[src/hw/rtl/sws_pkg.sv]
package sws_pkg;

    // voice setup
    localparam int NUM_PITCHES = 8;
    localparam int MAX_VOICES  = 8;
    localparam int VOICE_CAP   = (MAX_VOICES < NUM_PITCHES) ? MAX_VOICES : NUM_PITCHES;
    localparam int SAMPLE_RATE = 22050;
    localparam int PITCH_ROWS  = 108;
    localparam int INC_ROWS    = 128;

    // mix scaling
    localparam int GAIN_ONE     = 16384;
    localparam int GAIN_SHIFT   = 14;
    localparam int MASTER_SCALE = 13107;

    // datapath widths
    localparam int MUL_W     = 32;
    localparam int DEN_W     = 16;
    localparam int DIV_STEPS = 14;
    localparam int DVD_W     = DEN_W + DIV_STEPS;
    localparam int DCNT_W    = $clog2(DIV_STEPS + 1);

    // register reset values
    localparam logic [15:0] SPS_RESET     = 16'd5512;
    localparam logic [15:0] ATTACK_RESET  = 16'd441;
    localparam logic [15:0] RELEASE_RESET = 16'd661;

    // register indexes
    typedef logic [1:0] cfg_idx_t;
    localparam cfg_idx_t CFG_SPS     = 2'd0;
    localparam cfg_idx_t CFG_ATTACK  = 2'd1;
    localparam cfg_idx_t CFG_RELEASE = 2'd2;

    typedef logic [6:0] pitch_t;
    typedef logic [3:0] count_t;

    typedef struct packed {
        logic   step_start;
        count_t voice_count;
        pitch_t pitch_0;
        pitch_t pitch_1;
        pitch_t pitch_2;
        pitch_t pitch_3;
        pitch_t pitch_4;
        pitch_t pitch_5;
        pitch_t pitch_6;
        pitch_t pitch_7;
    } in_word_t;

    typedef struct packed {
        logic signed [14:0] pcm_sample;
        logic               step_end;
    } out_word_t;

    typedef struct packed {
        logic             start;
        logic [DEN_W-1:0] divisor;
        logic [DVD_W-1:0] dividend;
    } div_req_t;

    // octave-4 note frequencies, Q16.16 Hz
    function automatic logic [31:0] base_freq_q16(input int semi);
        case (semi)
            0:       return 32'd17146184;
            1:       return 32'd18165268;
            2:       return 32'd19245302;
            3:       return 32'd20390216;
            4:       return 32'd21602632;
            5:       return 32'd22887137;
            6:       return 32'd24247665;
            7:       return 32'd25690112;
            8:       return 32'd27217101;
            9:       return 32'd28835840;
            10:      return 32'd30550262;
            default: return 32'd32366920;
        endcase
    endfunction

    // round(1.8 / n^0.8 * 16384)
    function automatic logic [14:0] gain_q14(input count_t n);
        case (n)
            4'd1:    return 15'd29491;
            4'd2:    return 15'd16938;
            4'd3:    return 15'd12246;
            4'd4:    return 15'd9728;
            4'd5:    return 15'd8138;
            4'd6:    return 15'd7033;
            4'd7:    return 15'd6217;
            4'd8:    return 15'd5588;
            4'd9:    return 15'd5085;
            4'd10:   return 15'd4674;
            4'd11:   return 15'd4331;
            4'd12:   return 15'd4040;
            4'd13:   return 15'd3789;
            4'd14:   return 15'd3571;
            4'd15:   return 15'd3379;
            default: return 15'd0;
        endcase
    endfunction

    // phase increment of a grid row; only evaluated at elaboration
    function automatic logic [31:0] calc_inc(input int row);
        logic [63:0] num;
        int          semi;
        int          shamt;
        semi  = 11 - (row % 12);
        shamt = 20 - (row / 12);
        num   = 64'(base_freq_q16(semi)) << shamt;
        return 32'((num + 64'(SAMPLE_RATE / 2)) / 64'(SAMPLE_RATE));
    endfunction

endpackage

[src/hw/rtl/sws_mul.sv]
module sws_mul
    import sws_pkg::*;
(
    input  logic                 clk,
    input  logic                 en,
    input  logic [MUL_W-1:0]     op_a,
    input  logic [MUL_W-1:0]     op_b,
    output logic [2*MUL_W-1:0]   prod
);

    logic [2*MUL_W-1:0] prod_reg;
    logic [2*MUL_W-1:0] prod_next;

    assign prod_next = (2*MUL_W)'(op_a) * (2*MUL_W)'(op_b);

    always_ff @(posedge clk)
    begin
        if (en)
        begin
            prod_reg <= prod_next;
        end
    end

    assign prod = prod_reg;

endmodule

[src/hw/rtl/sws_div.sv]
module sws_div
    import sws_pkg::*;
(
    input  logic                 clk,
    input  logic                 rst_n,
    input  div_req_t             req,
    output logic                 busy,
    output logic [DIV_STEPS-1:0] quotient
);

    // restoring divide; dividend's upper part must already be below divisor
    logic [DEN_W:0]       rem_reg, rem_next;
    logic [DIV_STEPS-1:0] quo_reg, quo_next;
    logic [DCNT_W-1:0]    cnt_reg, cnt_next;
    logic                 busy_reg, busy_next;
    logic [DEN_W:0]       rem_sh;
    logic [DEN_W:0]       rem_sub;

    always_comb
    begin
        rem_next  = rem_reg;
        quo_next  = quo_reg;
        cnt_next  = cnt_reg;
        busy_next = busy_reg;
        rem_sh    = {rem_reg[DEN_W-1:0], quo_reg[DIV_STEPS-1]};
        rem_sub   = rem_sh - {1'b0, req.divisor};
        if (req.start)
        begin
            rem_next  = {1'b0, req.dividend[DVD_W-1:DIV_STEPS]};
            quo_next  = req.dividend[DIV_STEPS-1:0];
            cnt_next  = DCNT_W'(DIV_STEPS);
            busy_next = 1'b1;
        end
        else if (busy_reg)
        begin
            if (rem_sh >= {1'b0, req.divisor})
            begin
                rem_next = rem_sub;
                quo_next = {quo_reg[DIV_STEPS-2:0], 1'b1};
            end
            else
            begin
                rem_next = rem_sh;
                quo_next = {quo_reg[DIV_STEPS-2:0], 1'b0};
            end
            cnt_next = cnt_reg - 1'b1;
            if (cnt_reg == DCNT_W'(1))
            begin
                busy_next = 1'b0;
            end
        end
    end

    always_ff @(posedge clk or negedge rst_n)
    begin
        if (!rst_n)
        begin
            busy_reg <= 1'b0;
            cnt_reg  <= '0;
        end
        else
        begin
            busy_reg <= busy_next;
            cnt_reg  <= cnt_next;
        end
    end

    always_ff @(posedge clk)
    begin
        rem_reg <= rem_next;
        quo_reg <= quo_next;
    end

    assign busy     = busy_reg;
    assign quotient = quo_reg;

endmodule

[src/hw/rtl/square_wave_step_synth.sv]
// Square-wave step synthesizer: one mono PCM sample per input word.
// Input channel (in_valid/in_ready/in_word): one word per sample tick. With
// step_start set the word latches a new voice set (voice_count, pitch_0..7).
// Output channel (out_valid/out_ready/out_word): one word per input word, in
// order: pcm_sample (15-bit signed) and step_end on the last sample of a step.
// Config channel (cfg_valid/cfg_ready/cfg_index/cfg_data): always ready;
// index 0 samples_per_step, 1 attack_samples, 2 release_samples. Write only
// while the block is idle.
// The datapath uses one shared 32x32 multiplier (one phase product per voice,
// then gain and envelope scaling) and a 14-step shift/subtract divider for
// the envelope ratio; a silent sample skips both. in_ready is low for the
// whole computation, so a new word is taken only after the previous result
// has gone into the output register.
// A finished word sits in the output register; the next input word is taken
// while it waits. If the receiver stalls, the next result is held inside until
// the output register frees up, and in_ready stays low meanwhile.
// Reset: registers return to their defaults, no voices held, sample and step
// counters cleared, output channel empty.
module square_wave_step_synth
    import sws_pkg::*;
(
    input  logic       clk,
    input  logic       rst_n,
    input  logic       in_valid,
    output logic       in_ready,
    input  in_word_t   in_word,
    output logic       out_valid,
    input  logic       out_ready,
    output out_word_t  out_word,
    input  logic       cfg_valid,
    output logic       cfg_ready,
    input  cfg_idx_t   cfg_index,
    input  logic [15:0] cfg_data
);

    typedef enum logic [8:0] {
        ST_IDLE  = 9'b000000001,
        ST_PHASE = 9'b000000010,
        ST_PACC  = 9'b000000100,
        ST_GAIN  = 9'b000001000,
        ST_CLIP  = 9'b000010000,
        ST_MNUM  = 9'b000100000,
        ST_MSC   = 9'b001000000,
        ST_DIVS  = 9'b010000000,
        ST_DONE  = 9'b100000000
    } state_t;

    localparam int K_W = $clog2(NUM_PITCHES);

    // phase increment per grid row, built at elaboration
    logic [31:0] inc_tab [INC_ROWS];
    for (genvar r = 0; r < INC_ROWS; r++)
    begin : g_inc
        localparam logic [31:0] INC = calc_inc(r);
        assign inc_tab[r] = INC;
    end

    state_t             state_reg, state_next;
    logic [15:0]        sps_reg, sps_next;
    logic [15:0]        att_reg, att_next;
    logic [15:0]        rel_reg, rel_next;
    pitch_t             pitch_reg [NUM_PITCHES];
    pitch_t             pitch_next [NUM_PITCHES];
    count_t             count_reg, count_next;
    logic [15:0]        sis_reg, sis_next;
    logic [31:0]        gsi_reg, gsi_next;
    logic [31:0]        gsi_work_reg, gsi_work_next;
    logic [K_W-1:0]     k_reg, k_next;
    logic signed [4:0]  sum_reg, sum_next;
    logic [14:0]        vmag_reg, vmag_next;
    logic [15:0]        num_reg, num_next;
    logic [15:0]        den_reg, den_next;
    logic               end_reg, end_next;
    logic signed [14:0] res_reg, res_next;
    logic               out_valid_reg, out_valid_next;
    out_word_t          out_word_reg, out_word_next;

    // shared multiplier
    logic               mul_en;
    logic [MUL_W-1:0]   mul_a;
    logic [MUL_W-1:0]   mul_b;
    logic [2*MUL_W-1:0] prod;

    // divider
    div_req_t             div_req;
    logic                 div_busy;
    logic [DIV_STEPS-1:0] quo;

    // accept-time decode
    logic        accept;
    pitch_t      pitch_in [NUM_PITCHES];
    count_t      cnt_sat;
    count_t      cur_count;
    logic [15:0] cur_i;
    logic [15:0] sps_eff;
    logic        active;
    logic        attack_on;
    logic        rel_on;
    logic [3:0]  sum_mag;

    sws_mul u_mul (
        .clk  (clk),
        .en   (mul_en),
        .op_a (mul_a),
        .op_b (mul_b),
        .prod (prod)
    );

    sws_div u_div (
        .clk      (clk),
        .rst_n    (rst_n),
        .req      (div_req),
        .busy     (div_busy),
        .quotient (quo)
    );

    assign in_ready  = (state_reg == ST_IDLE);
    assign accept    = in_valid && in_ready;
    assign cfg_ready = 1'b1;

    assign pitch_in[0] = in_word.pitch_0;
    assign pitch_in[1] = in_word.pitch_1;
    assign pitch_in[2] = in_word.pitch_2;
    assign pitch_in[3] = in_word.pitch_3;
    assign pitch_in[4] = in_word.pitch_4;
    assign pitch_in[5] = in_word.pitch_5;
    assign pitch_in[6] = in_word.pitch_6;
    assign pitch_in[7] = in_word.pitch_7;

    always_comb
    begin
        cnt_sat   = (in_word.voice_count > count_t'(VOICE_CAP)) ?
                    count_t'(VOICE_CAP) : in_word.voice_count;
        cur_count = in_word.step_start ? cnt_sat : count_reg;
        cur_i     = in_word.step_start ? 16'd0 : sis_reg;
        sps_eff   = (sps_reg == 16'd0) ? 16'd1 : sps_reg;
        active    = (cur_count != 4'd0) && (cur_i < sps_eff);
        attack_on = (att_reg != 16'd0) && (cur_i < att_reg);
        // release ramp: i + release >= step length, 17-bit to avoid wrap
        rel_on    = (rel_reg != 16'd0) &&
                    (({1'b0, cur_i} + {1'b0, rel_reg}) >= {1'b0, sps_eff});
        sum_mag   = sum_reg[4] ? 4'(-sum_reg) : 4'(sum_reg);
    end

    always_comb
    begin
        state_next     = state_reg;
        sps_next       = sps_reg;
        att_next       = att_reg;
        rel_next       = rel_reg;
        pitch_next     = pitch_reg;
        count_next     = count_reg;
        sis_next       = sis_reg;
        gsi_next       = gsi_reg;
        gsi_work_next  = gsi_work_reg;
        k_next         = k_reg;
        sum_next       = sum_reg;
        vmag_next      = vmag_reg;
        num_next       = num_reg;
        den_next       = den_reg;
        end_next       = end_reg;
        res_next       = res_reg;
        out_valid_next = out_valid_reg;
        out_word_next  = out_word_reg;
        mul_en         = 1'b0;
        mul_a          = '0;
        mul_b          = '0;
        div_req.start    = 1'b0;
        div_req.divisor  = den_reg;
        div_req.dividend = prod[GAIN_SHIFT+DVD_W-1:GAIN_SHIFT];

        if (cfg_valid)
        begin
            case (cfg_index)
                CFG_SPS:     sps_next = cfg_data;
                CFG_ATTACK:  att_next = cfg_data;
                CFG_RELEASE: rel_next = cfg_data;
                default:     ;
            endcase
        end

        if (out_valid_reg && out_ready)
        begin
            out_valid_next = 1'b0;
        end

        case (state_reg)
            ST_IDLE:
            begin
                if (accept)
                begin
                    if (in_word.step_start)
                    begin
                        count_next = cnt_sat;
                        for (int p = 0; p < NUM_PITCHES; p++)
                        begin
                            pitch_next[p] = (pitch_in[p] > pitch_t'(PITCH_ROWS - 1)) ?
                                            pitch_t'(PITCH_ROWS - 1) : pitch_in[p];
                        end
                    end
                    sis_next      = (cur_i != 16'hFFFF) ? cur_i + 16'd1 : cur_i;
                    gsi_next      = gsi_reg + 32'd1;
                    gsi_work_next = gsi_reg;
                    end_next      = (({1'b0, cur_i} + 17'd1) == {1'b0, sps_eff});
                    k_next        = '0;
                    sum_next      = '0;
                    if (attack_on)
                    begin
                        num_next = cur_i;
                        den_next = att_reg;
                    end
                    else if (rel_on)
                    begin
                        num_next = sps_eff - cur_i;
                        den_next = rel_reg;
                    end
                    else
                    begin
                        num_next = 16'd1;
                        den_next = 16'd1;
                    end
                    if (active)
                    begin
                        state_next = ST_PHASE;
                    end
                    else
                    begin
                        res_next   = '0;
                        state_next = ST_DONE;
                    end
                end
            end
            ST_PHASE:
            begin
                // phase = index * increment mod 2^32; square wave from the MSB
                mul_en     = 1'b1;
                mul_a      = gsi_work_reg;
                mul_b      = inc_tab[pitch_reg[k_reg]];
                state_next = ST_PACC;
            end
            ST_PACC:
            begin
                sum_next = prod[31] ? sum_reg - 5'sd1 : sum_reg + 5'sd1;
                k_next   = k_reg + 1'b1;
                if (({1'b0, k_reg} + count_t'(1)) == count_reg)
                begin
                    state_next = ST_GAIN;
                end
                else
                begin
                    state_next = ST_PHASE;
                end
            end
            ST_GAIN:
            begin
                mul_en     = 1'b1;
                mul_a      = MUL_W'(sum_mag);
                mul_b      = MUL_W'(gain_q14(count_reg));
                state_next = ST_CLIP;
            end
            ST_CLIP:
            begin
                vmag_next  = (prod > (2*MUL_W)'(GAIN_ONE)) ? 15'(GAIN_ONE) : prod[14:0];
                state_next = ST_MNUM;
            end
            ST_MNUM:
            begin
                mul_en     = 1'b1;
                mul_a      = MUL_W'(vmag_reg);
                mul_b      = MUL_W'(num_reg);
                state_next = ST_MSC;
            end
            ST_MSC:
            begin
                mul_en     = 1'b1;
                mul_a      = prod[MUL_W-1:0];
                mul_b      = MUL_W'(MASTER_SCALE);
                state_next = ST_DIVS;
                k_next     = '0;
            end
            ST_DIVS:
            begin
                // first pass starts the divider, then wait for it to finish
                if (k_reg == '0)
                begin
                    div_req.start = 1'b1;
                    k_next        = K_W'(1);
                end
                else if (!div_busy)
                begin
                    res_next   = sum_reg[4] ? 15'sd0 - $signed({1'b0, quo}) :
                                              $signed({1'b0, quo});
                    state_next = ST_DONE;
                end
            end
            ST_DONE:
            begin
                if (!out_valid_reg || out_ready)
                begin
                    out_valid_next           = 1'b1;
                    out_word_next.pcm_sample = res_reg;
                    out_word_next.step_end   = end_reg;
                    state_next               = ST_IDLE;
                end
            end
            default:
            begin
                state_next = ST_IDLE;
            end
        endcase
    end

    always_ff @(posedge clk or negedge rst_n)
    begin
        if (!rst_n)
        begin
            state_reg     <= ST_IDLE;
            sps_reg       <= SPS_RESET;
            att_reg       <= ATTACK_RESET;
            rel_reg       <= RELEASE_RESET;
            count_reg     <= '0;
            sis_reg       <= '0;
            gsi_reg       <= '0;
            out_valid_reg <= 1'b0;
        end
        else
        begin
            state_reg     <= state_next;
            sps_reg       <= sps_next;
            att_reg       <= att_next;
            rel_reg       <= rel_next;
            count_reg     <= count_next;
            sis_reg       <= sis_next;
            gsi_reg       <= gsi_next;
            out_valid_reg <= out_valid_next;
        end
    end

    always_ff @(posedge clk)
    begin
        pitch_reg    <= pitch_next;
        gsi_work_reg <= gsi_work_next;
        k_reg        <= k_next;
        sum_reg      <= sum_next;
        vmag_reg     <= vmag_next;
        num_reg      <= num_next;
        den_reg      <= den_next;
        end_reg      <= end_next;
        res_reg      <= res_next;
        out_word_reg <= out_word_next;
    end

    assign out_valid = out_valid_reg;
    assign out_word  = out_word_reg;

endmodule

[config.mk]
export PLATFORM = sky130hd
export DESIGN_NAME = square_wave_step_synth
export DESIGN_NICKNAME = d
export VERILOG_FILES = /design/src/hw/rtl/sws_pkg.sv /design/src/hw/rtl/sws_mul.sv /design/src/hw/rtl/sws_div.sv /design/src/hw/rtl/square_wave_step_synth.sv
export SDC_FILE = /design/constraint.sdc
export NUM_CORES = 2
export LEC_CHECK = 0
export BUFFER_PORTS_ARGS = -buffer_cell sky130_fd_sc_hd__buf_2
export CORE_UTILIZATION = 60
export DETAILED_ROUTE_END_ITERATION = 12
export PLACE_DENSITY = 0.8
export SETUP_SLACK_MARGIN = 0.3
export SYNTH_ARGS = -nofsm -noshare
export SYNTH_HDL_FRONTEND = slang
export SYNTH_SLANG_ARGS = --single-unit
[constraint.sdc]
create_clock -name clk -period 16.3 [get_ports clk]
set_clock_uncertainty 0.15 [all_clocks]
set_input_delay 0 -clock clk [delete_from_list [all_inputs] [get_ports clk]]
set_output_delay 0 -clock clk [all_outputs]
set_load 0.01 [all_outputs]
# Word-level counts from Yosys, hierarchy flattened
# Memory sizes are Yosys's and may differ from the RTL's.
# Index checks and enable logic that the tools add are counted.
# totals
reg_bits	384
in_bits	84
romBits	4336
wordCells	167
memories	2
# classes
n_addsub	13
n_bitwise	2
reduce_logical	28
n_mux	53
eq_ne	21
n_mul	1
n_lt_le_gt_ge	16
# memory_table
memory	words	width	rd	rd_ports_with_merged_regs	write_ports	line	source
(no name shown)	128	32	1	0	0	square_wave_step_synth.sv:238	mul_b = inc_tab[pitch_reg[k_reg]];
(no name shown)	16	15	1	0	0	sws_pkg.sv:81	case (n)
# op_table
op	n
one-hot mux 32 bit (4 select lines)	2
two-way mux 16 bit	10
one-hot mux 9 bit (9 select lines)	1
two-way mux 15 bit	5
> comparator 64 x 15 -> 1 bit, second input constant	1
multiplier 32 x 32 -> 64 bit	1
two-way mux 32 bit	2
> comparator 7 bit, second input constant	8
two-way mux 9 bit	5
>= comparator 17 x 16 -> 1 bit	2
adder 32 x 1 -> 32 bit, second input constant	1
< comparator 16 bit	2
nonzero test 16 bit	2
subtractor 16 bit	2
one-hot mux 15 bit (2 select lines)	1
two-way mux 14 bit	2
two-way mux 4 bit	6
binary-select mux 7 bit (select 3 bit)	1
adder 16 x 1 -> 17 bit, second input constant	1
adder 16 x 16 -> 17 bit	1
== test 17 x 16 -> 1 bit	1
adder 16 x 1 -> 16 bit, second input constant	1
zero test 16 bit	1
!= test 16 bit, second input constant	1
45 further kinds	74

# Longest topological paths before layout
# logic_depth
depth_word	10
ltp_mapped	45

# Modules after synthesis
# Synthesis repeated with hierarchy kept, for this count alone.
# hier_totals
hier_cells	6167
hier_area_um2	57672.8
# modules_own_cells
mod	seq_area_each_um2	area_per_inst_um2	cells_per_inst	n_inst
sws_mul	1921.8	35222.5	3753	1
square_wave_step_synth	8029.0	19756.4	2137	1
sws_div	1026.0	2693.8	277	1

# Least setup slack after synthesis
# No wires, ideal clock.
# synth_timing
path_type	flip-flop to flip-flop
startpoint	register k_reg[0]
endpoint	register u_mul.prod_reg[60], in the netlist u_mul.prod[60], data pin
t_arrival_ns	10.367
n_path_buf	6
stages_incl_launch_ff	38
setup_time_ns	0.256
t_required_ns	15.894
slack_ns	5.527
path_cell_list	edfxtp_1 -> buf_6 -> mux4_2 -> mux2i_1 -> inv_2 -> ha_1 -> clkbuf_1 -> clkbuf_1 -> clkbuf_1 -> o21ai_0 -> o21ai_0 -> a221oi_1 -> a21oi_1 -> o311ai_4 -> buf_4 -> nand2_1 -> fa_1 -> inv_1 -> [2 not listed] -> fa_1 -> fa_1 -> inv_1 -> fa_1 -> fa_1 -> fa_1 -> fa_1 -> ha_1 -> clkbuf_1 -> a21o_1 -> a21o_1 -> a2111o_1 -> o211a_1 -> o32ai_1 -> nor2_1 -> a31o_2 -> or4_1 -> and4_1
# synth_between
elab_chain_cells	10
# synth_lines
element	line	source
start: declaration	square_wave_step_synth.sv:68	logic [K_W-1:0] k_reg, k_next;
start signal: assignment	square_wave_step_synth.sv:343	k_reg <= k_next;
inverter 3 -> 4 bit (not written as such)	square_wave_step_synth.sv:238	
binary-select mux 7 bit (select 3 bit)	square_wave_step_synth.sv:238	
two-way mux 7 bit (not written as such) (2 in series)	square_wave_step_synth.sv:238	
inverter 7 -> 8 bit (not written as such)	square_wave_step_synth.sv:238	
memory read (128 x 32 bit)	n/a	
two-way mux 32 bit (not written as such) (2 in series)	square_wave_step_synth.sv:238	
one-hot mux 32 bit (4 select lines)	square_wave_step_synth.sv:187	case (state_reg)
multiplier 32 x 32 -> 64 bit	sws_mul.sv:14	assign prod_next = (2*MUL_W)'(op_a) * (2*MUL_W)'(op_b);
net u_mul.prod_next[60]	sws_mul.sv:12	logic [2*MUL_W-1:0] prod_next;
end signal: assignment	sws_mul.sv:20	prod_reg <= prod_next;
end: declaration	sws_mul.sv:11	logic [2*MUL_W-1:0] prod_reg;
# The timed path passes the listed nets, and every way through them passes these cells. The select of a mux whose other input is x is not followed.
# A chain may end at the register's enable or synchronous reset.

# Worst setup path after layout
# layout_timing
startpoint	register k_reg[0]
endpoint	register u_mul.prod_reg[62], in the netlist u_mul.prod[62], data pin
# Same word-level chain as after synthesis.

==> results_dict.tcl <==
set metrics [dict create \
    outcome "finished clean" \
    synthAdderAreaFrac 0.398 \
    max_stage_delay_ps 1080 \
    p_leak_nw 28.5 \
    min_period_ps 13510 \
    fmaxAchievable_ghz 0.0740 \
    rsz0062_at_grt "no" \
    syn-num-nets 7606 \
    synth_compound_area_frac 0.0968 \
    largest_register_ffs 64 \
    die_x_um 309 \
    clock-sinks 384 \
    fin_util 0.649 \
    path_max_fanout 32 \
    internal_power_w 0.00304 \
    gp_congestion 1.05 \
    grt_antenna_before_repair 10 \
    drtAntennaViolNets 0 \
    timing.rr.end "u_mul.prod[62]$_DFFE_PP_" \
    totalWireLength_um 192000 \
    area_growth_pct 7.02 \
    drc 0 \
    initial_core_util 0.606 \
    arrival_ps 13630 \
    grt_use_total 0.412 \
    yosysTopAreaCell "fa_1" \
    drive_gt1_frac 0.0745 \
    cts.htree.levels 2 \
    power_density_nw_per_um2 113 \
    wire_per_inst_um 25.5 \
    synth.avg_cell_area_um2 9.06 \
    portBuffers 101 \
    swShare 0.555 \
    hp-start "in_word[40]" \
    drv_slew 0 \
    ys_ff_latch 384 \
    irDropWorstVdd_mv 0.157 \
    yosysSeqAreaShare 0.194 \
    clock_path_buffers 3 \
    tightest_slew_ps 1370 \
    drt-pass1-iter-count 8 \
    synth_top_area_frac 0.308 \
    slew_headroom 0.0875 \
    dp_hpwl_um 147000 \
    power_frac_comb 0.653 \
    ff2ff_path_depth 35 \
    cts_tree "done" \
    fp.dieArea_um2 95600 \
    yosys-top-cells-area "fa_1 31%, edfxtp_1 14%, ha_1 9.0%" \
    netlist_area_um2 56600 \
    post-route-period-util 0.829 \
    grt_pass1_vias 48800 \
    setup_viol_count_final 0 \
    r2r_start "k_reg[0]$_DFFE_PP_" \
    synth-edff-count 269 \
    setup_tns_ps 0 \
    crit_path_frequent_cell "fa_1" \
    async_flop_share 0.299 \
    vias_per_cell 6.33 \
    core_area_um2 93300 \
    clkPwrFrac 0.132 \
    ff2ff_setup_slack_ps 2790 \
    postCtsSetupRepairBufs 0 \
    cts_buffers 39 \
    synth-simple-area-share 0.159 \
    yosysWarnings 0 \
    grt_pass1_wl_um 293000 \
    required_ps 16430 \
    cap_violations 0 \
    fin_nets 7603 \
    die-height_um 309 \
    clk_latency_ps 570 \
    overflow 0 \
    placementRows 112 \
    ios 103 \
    seq_power_share 0.215 \
    synth.distinct_cells 90 \
    hold_end "pitch_reg[40]$_SDFFCE_PN1P_" \
    clk_pin_slew_worst_paths_ps 70 \
    slowest_stage "edfxtp_1" \
    hold_violations 0 \
    netSwitchingPower_w 0.00380 \
    root_buffer "clkbuf_16" \
    synth_mux_area_frac 0.0246 \
    path_class "reg2reg" \
    synth_top_flop_cell "edfxtp_1" \
    min_path_cells 2 \
    grt_max_degree 83 \
    drt_iter0_markers 5666 \
    hp-class "in2reg" \
    routed-via-count 47700 \
    synth_xor_area_frac 0.0277 \
    synth_top_family_by_area "adder cells" \
    syn_inst 6245 \
    start_kind "flip-flop" \
    endpoint_kind "flip-flop" \
]
worst max path at each step:
stage | slack (ps) | endpoint | depth (start not counted) | startpoint
4_1_cts | 3150 | u_mul.prod[62]$_DFFE_PP_ | 36 | k_reg[0]$_DFFE_PP_
6_report | 2790 | u_mul.prod[62]$_DFFE_PP_ | 35 | k_reg[0]$_DFFE_PP_
3_3_place_gp | 3330 | u_mul.prod[62]$_DFFE_PP_ | 35 | k_reg[0]$_DFFE_PP_
3_5_place_dp | 3230 | u_mul.prod[62]$_DFFE_PP_ | 36 | k_reg[0]$_DFFE_PP_
5_1_grt | 2230 | u_mul.prod[55]$_DFFE_PP_ | 37 | k_reg[0]$_DFFE_PP_
2_1_floorplan | 5530 | u_mul.prod[60]$_DFFE_PP_ | 37 | k_reg[0]$_DFFE_PP_
kinds of logic after synthesis:
group,count (synthesis)
xor gates and xnor gates,179
muxes,108
AOI/OAI and AO/OA,814
and+or+nand+nor,2025
other,1
DFF,384
adders and majority gates,1277
buffers and inverters,1457
layout by cell type, fill, tap and decap left out, types with 41 or more instances in the layout:
master,count
a31oi_1,42
edfxtp_1,269
and2_1,75
dlygate4sd3_1,121
nor2_1,755
xor2_1,56
nor3_1,66
inv_1,1097
nand3_1,156
nand2_1,639
a21o_1,58
buf_4,89
ha_1,406
buf_2,100
o21ai_0,167
xnor2_1,123
or2_2,61
fa_1,871
mux2_2,43
nand2b_1,41
dfrtp_1,98
a21oi_1,192
timing repair:
action,CTS,global route
hold buffers,122,0
resized for setup,0,0
hold endpoints to repair,156,0
metrics by stage:
stage	cells	power [W]	cell area, um2	hold WS (ps)	setup WS, ps
finish	7531	0.00684	60600	36.2	2790
global route	7528	0.00705	60600	52.5	2230
CTS	7526	0.00656	60600	5.89	3150
detailed placement	7333	0.00562	58100	-149	3230
global placement	7333	0.00563	58100	-154	3330
floorplan	6245	0.00415	56600	-446	5530
power groups by stage:
stage,clock [W],combinational [W],sequential (W)
6_report,0.000902,0.00447,0.00147
5_1_grt,0.000943,0.00463,0.00148
4_1_cts,0.000904,0.00420,0.00146
3_5_place_dp,0,0.00415,0.00147
3_3_place_gp,0,0.00416,0.00147
2_1_floorplan,0,0.00278,0.00137
synthesized netlist by cell type (all sizes together), types with 12 or more instances:
| cell | number |
|---|---|
| dfrtp | 98 |
| a31o | 19 |
| nor4 | 43 |
| and2 | 78 |
| nand4 | 39 |
| a211o | 12 |
| nor3 | 68 |
| or2 | 66 |
| nand2b | 41 |
| a311oi | 12 |
| mux4 | 18 |
| dfstp | 17 |
| nand3b | 15 |
| buf | 124 |
| a22oi | 16 |
| nor2b | 35 |
| o21ai | 178 |
| a211oi | 30 |
| inv | 1102 |
| a21oi | 193 |
| xor2 | 56 |
| nor2 | 757 |
| o31ai | 20 |
| edfxtp | 269 |
| o211ai | 26 |
| mux2i | 46 |
| a22o | 33 |
| o21bai | 21 |
| ha | 406 |
| mux2 | 44 |
| fa | 871 |
| a31oi | 43 |
| and3 | 35 |
| nand2 | 640 |
| xnor2 | 123 |
| nand3 | 156 |
| a221oi | 20 |
| a221o | 16 |
| o21a | 24 |
| clkbuf | 231 |
| or3 | 17 |
| a21o | 58 |
cell type report:
type                    instances  area (um2)
diodes                          5        12.5
well taps                    1254        1570
clock inverters                28         278
clock buffers                  43         991
multi-input cells            4404       40200
flip-flops and latches        384       11000
fillers                      7600       32800
inverters                    1102        4140
repair buffers                311        2400
critical path: cells and delay by family, from the launching register on:
family                     cells  cell delay, ps
AOI/OAI and AO/OA             10            3690
xor gates and xnor gates       1             110
adders and majority gates     10            5180
buffers and inverters          8            1540
DFF                            1            1080
muxes                          2             510
and+or+nand+nor                4             830
per-layer routing:
| layer | vias up | global-route usage | share of wire |
|---|---|---|---|
| met4 | 10 | 0.245 | 0.071 |
| met2 | 3186 | 0.625 | 0.44 |
| li1 | 20000 | - | - |
| met5 | - | 0 | 0.00030 |
| met3 | 844 | 0.114 | 0.13 |
| met1 | 23600 | 0.529 | 0.36 |
(Power assumes the default switching activity.)
